File: config.mk
export PLATFORM = sky130hd
export DESIGN_NAME = cpv_mul_unit
export DESIGN_NICKNAME = d
export VERILOG_FILES = /design/src/rtl/core/cpv_pkg.sv /design/src/rtl/core/cpv_mul_unit.sv
export SDC_FILE = /design/constraint.sdc
export NUM_CORES = 2
export LEC_CHECK = 0
export BUFFER_PORTS_ARGS = -buffer_cell sky130_fd_sc_hd__buf_2
export CAP_MARGIN = 10
export CORE_MARGIN = 2
export CORE_UTILIZATION = 50
export CTS_BUF_LIST = sky130_fd_sc_hd__clkbuf_4 sky130_fd_sc_hd__clkbuf_8
export DETAILED_ROUTE_END_ITERATION = 8
export PLACE_DENSITY_LB_ADDON = 0.15
export SYNTH_ARGS = -nofsm -noshare
export SYNTH_HDL_FRONTEND = slang
export SYNTH_SLANG_ARGS = --single-unit
File: constraint.sdc
create_clock -name clk -period 10.9 [get_ports clk]
set_input_delay 2.18 -clock clk [delete_from_list [all_inputs] [get_ports clk]]
set_output_delay 2.18 -clock clk [all_outputs]
set_load 0.05 [all_outputs]
File: src/rtl/core/cpv_pkg.sv
// Shared types and constants for the Chebyshev position/velocity unit.
// Used by cpv_mul_unit and chebyshev_position_velocity_unit; no dependencies.
package cpv_pkg;

  // Width of coefficients, accumulators and multiplier operands
  localparam int unsigned DATA_W = 64;
  // Width of one multiplier digit
  localparam int unsigned DIGIT_W = 32;

  // Request from the sequencer to the shared multiplier
  typedef struct packed {
    logic start;      // capture operands and begin
    logic round_q30;  // 1: round and shift by 30, 0: by 29
  } mul_req_t;

  // Status from the shared multiplier
  typedef struct packed {
    logic busy;  // a multiply is in progress
    logic done;  // product is valid this cycle
    logic clip;  // product saturated to 64 bits
  } mul_rsp_t;

endpackage

File: src/rtl/core/cpv_mul_unit.sv
// Iterative signed 64x64 multiplier with round-half-away, right shift and 64-bit saturation.
// One 32x32 multiplier is stepped over four digit pairs. Depends on cpv_pkg.
module cpv_mul_unit (
  input  logic                              clk,
  input  logic                              rst,
  input  cpv_pkg::mul_req_t                 req,
  input  logic signed [cpv_pkg::DATA_W-1:0] op_a,
  input  logic signed [cpv_pkg::DATA_W-1:0] op_b,
  output cpv_pkg::mul_rsp_t                 rsp,
  output logic signed [cpv_pkg::DATA_W-1:0] product
);

  localparam int unsigned DW = cpv_pkg::DATA_W;
  localparam int unsigned GW = cpv_pkg::DIGIT_W;
  localparam int unsigned PW = 2 * DW;

  typedef enum logic [2:0] {
    M_IDLE,
    M_MUL,
    M_ROUND,
    M_CLAMP,
    M_SIGN
  } mstate_t;

  mstate_t         state;
  logic [DW-1:0]   mag_a;
  logic [DW-1:0]   mag_b;
  logic            neg;
  logic            sh30;
  logic [2:0]      step;
  logic [DW-1:0]   pp;
  logic [1:0]      pp_pos;
  logic [PW-1:0]   acc;
  logic [DW-1:0]   mag;
  logic            clip;

  logic [GW-1:0]   dig_a;
  logic [GW-1:0]   dig_b;
  logic [DW-1:0]   pp_next;
  logic [PW-1:0]   pp_shifted;
  logic [PW-1:0]   quot;
  logic [DW-1:0]   lim;

  // Digit selection: step[1] picks the digit of a, step[0] the digit of b
  assign dig_a   = step[1] ? mag_a[DW-1:GW] : mag_a[GW-1:0];
  assign dig_b   = step[0] ? mag_b[DW-1:GW] : mag_b[GW-1:0];
  assign pp_next = DW'(dig_a) * DW'(dig_b);

  // Align the registered partial product by its digit weight
  always_comb begin
    case (pp_pos)
      2'd0:    pp_shifted = PW'(pp);
      2'd1:    pp_shifted = PW'(pp) << GW;
      2'd2:    pp_shifted = PW'(pp) << (2 * GW);
      default: pp_shifted = '0;
    endcase
  end

  // Shifted magnitude and its saturation limit
  assign quot = sh30 ? (acc >> 30) : (acc >> 29);
  assign lim  = neg ? {1'b1, {(DW-1){1'b0}}} : {1'b0, {(DW-1){1'b1}}};

  // Sequencer and datapath registers
  always_ff @(posedge clk) begin
    if (rst) begin
      state <= M_IDLE;
      step  <= '0;
      clip  <= 1'b0;
    end else begin
      case (state)
        M_IDLE: begin
          if (req.start) begin
            mag_a <= op_a[DW-1] ? (~op_a + 1'b1) : op_a;
            mag_b <= op_b[DW-1] ? (~op_b + 1'b1) : op_b;
            neg   <= op_a[DW-1] ^ op_b[DW-1];
            sh30  <= req.round_q30;
            acc   <= '0;
            step  <= '0;
            state <= M_MUL;
          end
        end
        M_MUL: begin
          // multiply one digit pair, add the previous one
          if (step != 3'd4) begin
            pp     <= pp_next;
            pp_pos <= 2'(step[1]) + 2'(step[0]);
          end
          if (step != 3'd0) begin
            acc <= acc + pp_shifted;
          end
          if (step == 3'd4) begin
            state <= M_ROUND;
          end
          step <= step + 3'd1;
        end
        M_ROUND: begin
          acc   <= acc + (sh30 ? (PW'(1) << 29) : (PW'(1) << 28));
          state <= M_CLAMP;
        end
        M_CLAMP: begin
          if ((quot[PW-1:DW] != '0) || (quot[DW-1:0] > lim)) begin
            clip <= 1'b1;
            mag  <= lim;
          end else begin
            clip <= 1'b0;
            mag  <= quot[DW-1:0];
          end
          state <= M_SIGN;
        end
        M_SIGN: begin
          state <= M_IDLE;
        end
        default: begin
          state <= M_IDLE;
        end
      endcase
    end
  end

  // Apply the sign on the way out
  assign product  = neg ? (~mag + 1'b1) : mag;
  assign rsp.busy = (state != M_IDLE);
  assign rsp.done = (state == M_SIGN);
  assign rsp.clip = clip;

endmodule

==> metrics.yaml <==
cts_resized: 0
clock-sinks: 395
crit_path_max_fanout: 40
grtUsageTotal: 0.321
period_share: 0.870
ys_ff_latch: 395
hold_path_class: "register to register"
die_w_um: 357
ant_nets: 0
numCtsBuffers: 76
hold_viol_final: 0
cp_slowest_cell: "mux2i_2"
ys_types: 76
critical_path.startpoint_type: "register"
ys_seq_area_frac: 0.190
grt_pass1_wl_um: 307000
row_count: 129
grt_pass1_vias: 50900
final_common_cell: "nor2_1"
crit_top_cell: "fa_1"
drc_errors: 0
hpwl_um: 165000
min_period_ns: 9.49
nNetsFinal: 8317
slowest_delay_ns: 1.06
syn-cell-area_um2: 62100
start_util: 0.503
syn_avg_cell_area_um2: 9.16
finalSetupViolCount: 0
postCtsHoldBufs: 0
cts.path.max_buffers: 3
fin_setup_tns_ns: 0
fillers: 11500
finalWirelength_um: 203000
fmax_mhz: 105
drt_first_iter_violations: 4246
cap_violations: 0
async_flop_share: 0
vias: 49900
syn2layout_area_growth_pct: 6.98
synthFlopType: "edfxtp_1"
endpoint_kind: "register"
cp.required_ns: 11.39
die_h_um: 357
grt_overflow_total: 0
dieArea_um2: 127000
place_congestion: 1.02
outcome: "finished, final reports clean"
worst-setup-path-type: "register to register"
antenna_found_initial: 7
synth_nets: 8274
finalClockSkew_ns: 0.0707
slew_violations: 0
rr_worst_depth: 26
htreeDepth: 3
post_cts_buffers: 0
firstDrtPassIters: 6
layout_common_cells: "926 x nor2_1, 914 x inv_1, 897 x fa_1, 663 x nand2_1, 459 x ha_1"
grt_max_degree: 81
clk_pin_slew_worst_paths_ns: 0.06
slew_headroom: 0.129
root_buffer: "clkbuf_8"
synth_edf_count: 388
clk_latency_ns: 0.81
yosysWarnings: 0
core_area_um2: 123000
portBuffers: 198
cp.arrival_ns: 9.97
worst_pin_slew_ns: 1.28
drive_gt1_frac: 0.101
avgRoutedWirePerCell_um: 23.8
synthCells: 6786
cts_tree: "built"
ios: 199
post_drt_via_cell_ratio: 5.86
min_path_cells: 2
rsz0062_at_grt: "false"
-- worst max-delay path: cells and delay by family (launching register included) --
| family | cells | cell delay [ns] |
|---|---|---|
| fa+ha+maj | 9 | 4.30 |
| compound gates | 7 | 1.75 |
| flops | 1 | 0.82 |
| mux | 1 | 1.06 |
| buf+inv | 5 | 0.56 |
| simple gates | 3 | 0.59 |
| xor+xnor | 1 | 0.12 |
-- kinds of logic (layout without fill, tap and decap cells) --
group / after synthesis / after routing / synth area share
compound gates: 1005 / 1005 / 0.102
other cells: 0 / 3 / 0
buf+inv: 1250 / 1341 / 0.0757
mux: 291 / 291 / 0.0506
fa+ha+maj: 1356 / 1356 / 0.381
simple gates: 2132 / 2132 / 0.150
xor+xnor: 357 / 357 / 0.0503
flops: 395 / 395 / 0.190
-- metal layers --
metal	vias up	global-route usage	routed length, um
li1	22400	-	-
met1	24600	0.399	78400
met2	2233	0.522	93600
met3	576	0.0639	16800
met4	6	0.187	14000
met5	-	0	46
-- cell usage after synthesis (6+ instances only) --
master | instances | share of area
a211oi_1 | 15 | 0.0018
and2_1 | 80 | 0.0081
nor2b_1 | 18 | 0.0018
xnor2_1 | 286 | 0.040
o21a_1 | 28 | 0.0034
clkbuf_1 | 314 | 0.019
or3_1 | 33 | 0.0033
a41oi_1 | 6 | 0.00085
a21boi_0 | 15 | 0.0018
and4_1 | 7 | 0.00099
o221ai_1 | 6 | 0.00085
o41ai_1 | 29 | 0.0041
nor3_1 | 73 | 0.0059
mux2i_1 | 104 | 0.017
nor3b_1 | 11 | 0.0013
xor2_1 | 71 | 0.010
nand3_1 | 61 | 0.0049
nand2_1 | 663 | 0.040
fa_1 | 897 | 0.29
edfxtp_1 | 388 | 0.19
o2111ai_1 | 7 | 0.00099
nand3b_1 | 7 | 0.00085
a21o_1 | 146 | 0.018
mux2_2 | 176 | 0.032
inv_1 | 914 | 0.055
o31ai_1 | 70 | 0.0085
ha_1 | 459 | 0.092
o21bai_1 | 56 | 0.0068
o211ai_1 | 11 | 0.0013
nor2_1 | 930 | 0.056
a31oi_1 | 26 | 0.0026
o21ai_0 | 219 | 0.018
a22oi_1 | 34 | 0.0041
or2_2 | 26 | 0.0026
buf_1 | 18 | 0.0011
a21oi_1 | 295 | 0.024
nand2b_1 | 33 | 0.0033
mux2_1 | 11 | 0.0020
nor4_1 | 29 | 0.0029
dfxtp_1 | 7 | 0.0023
a211o_1 | 7 | 0.00099
and3_1 | 14 | 0.0014
or4_1 | 23 | 0.0028
nand4_1 | 106 | 0.011
-- through the flow --
| stage | setup WS [ns] | util | hold slack (ns) | instances | area, um^2 |
|---|---|---|---|---|---|
| floorplan | 1.40 | - | 0.479 | 6786 | 62100 |
| finish | 1.41 | 0.538 | 0.525 | 8517 | 66500 |
| detailed placement | 1.56 | 0.526 | 0.511 | 8387 | 65000 |
| CTS | 1.57 | 0.538 | 0.524 | 8513 | 66500 |
| global placement | 1.71 | 0.526 | 0.506 | 8387 | 65000 |
| global route | 0.953 | 0.538 | 0.568 | 8516 | 66500 |
-- flip-flops by register name, indices dropped and copies added (netlist names) --
signal,count
mag_a,64
pp,64
clip,1
state,3
pp_pos,2
step,3
acc,128
mag_b,64
sh30,1
neg,1
mag,64
-- final cells by class --
cell class	instances	area [um^2]	area share
repair buffers	300	1770	0.0267
diodes	3	7.51	0.000113
clock inverters	32	260	0.00392
well taps	1637	2050	0.0308
clock buffers	94	1200	0.0181
flip-flops and latches	395	11800	0.177
multi-input cells	5141	46000	0.691
inverters	915	3430	0.0517
-- worst paths after layout --
path,startpoint,to,slack [ns]
max reg2reg,step[0],pp[63],1.41
min reg2reg,step[2],state[1],0.52
min,step[2],state[1],0.52
max,step[0],pp[63],1.41
Power is left out: the tool's default activity adds up to more than one toggle a clock period on the data nets, which glitch-free logic cannot reach.
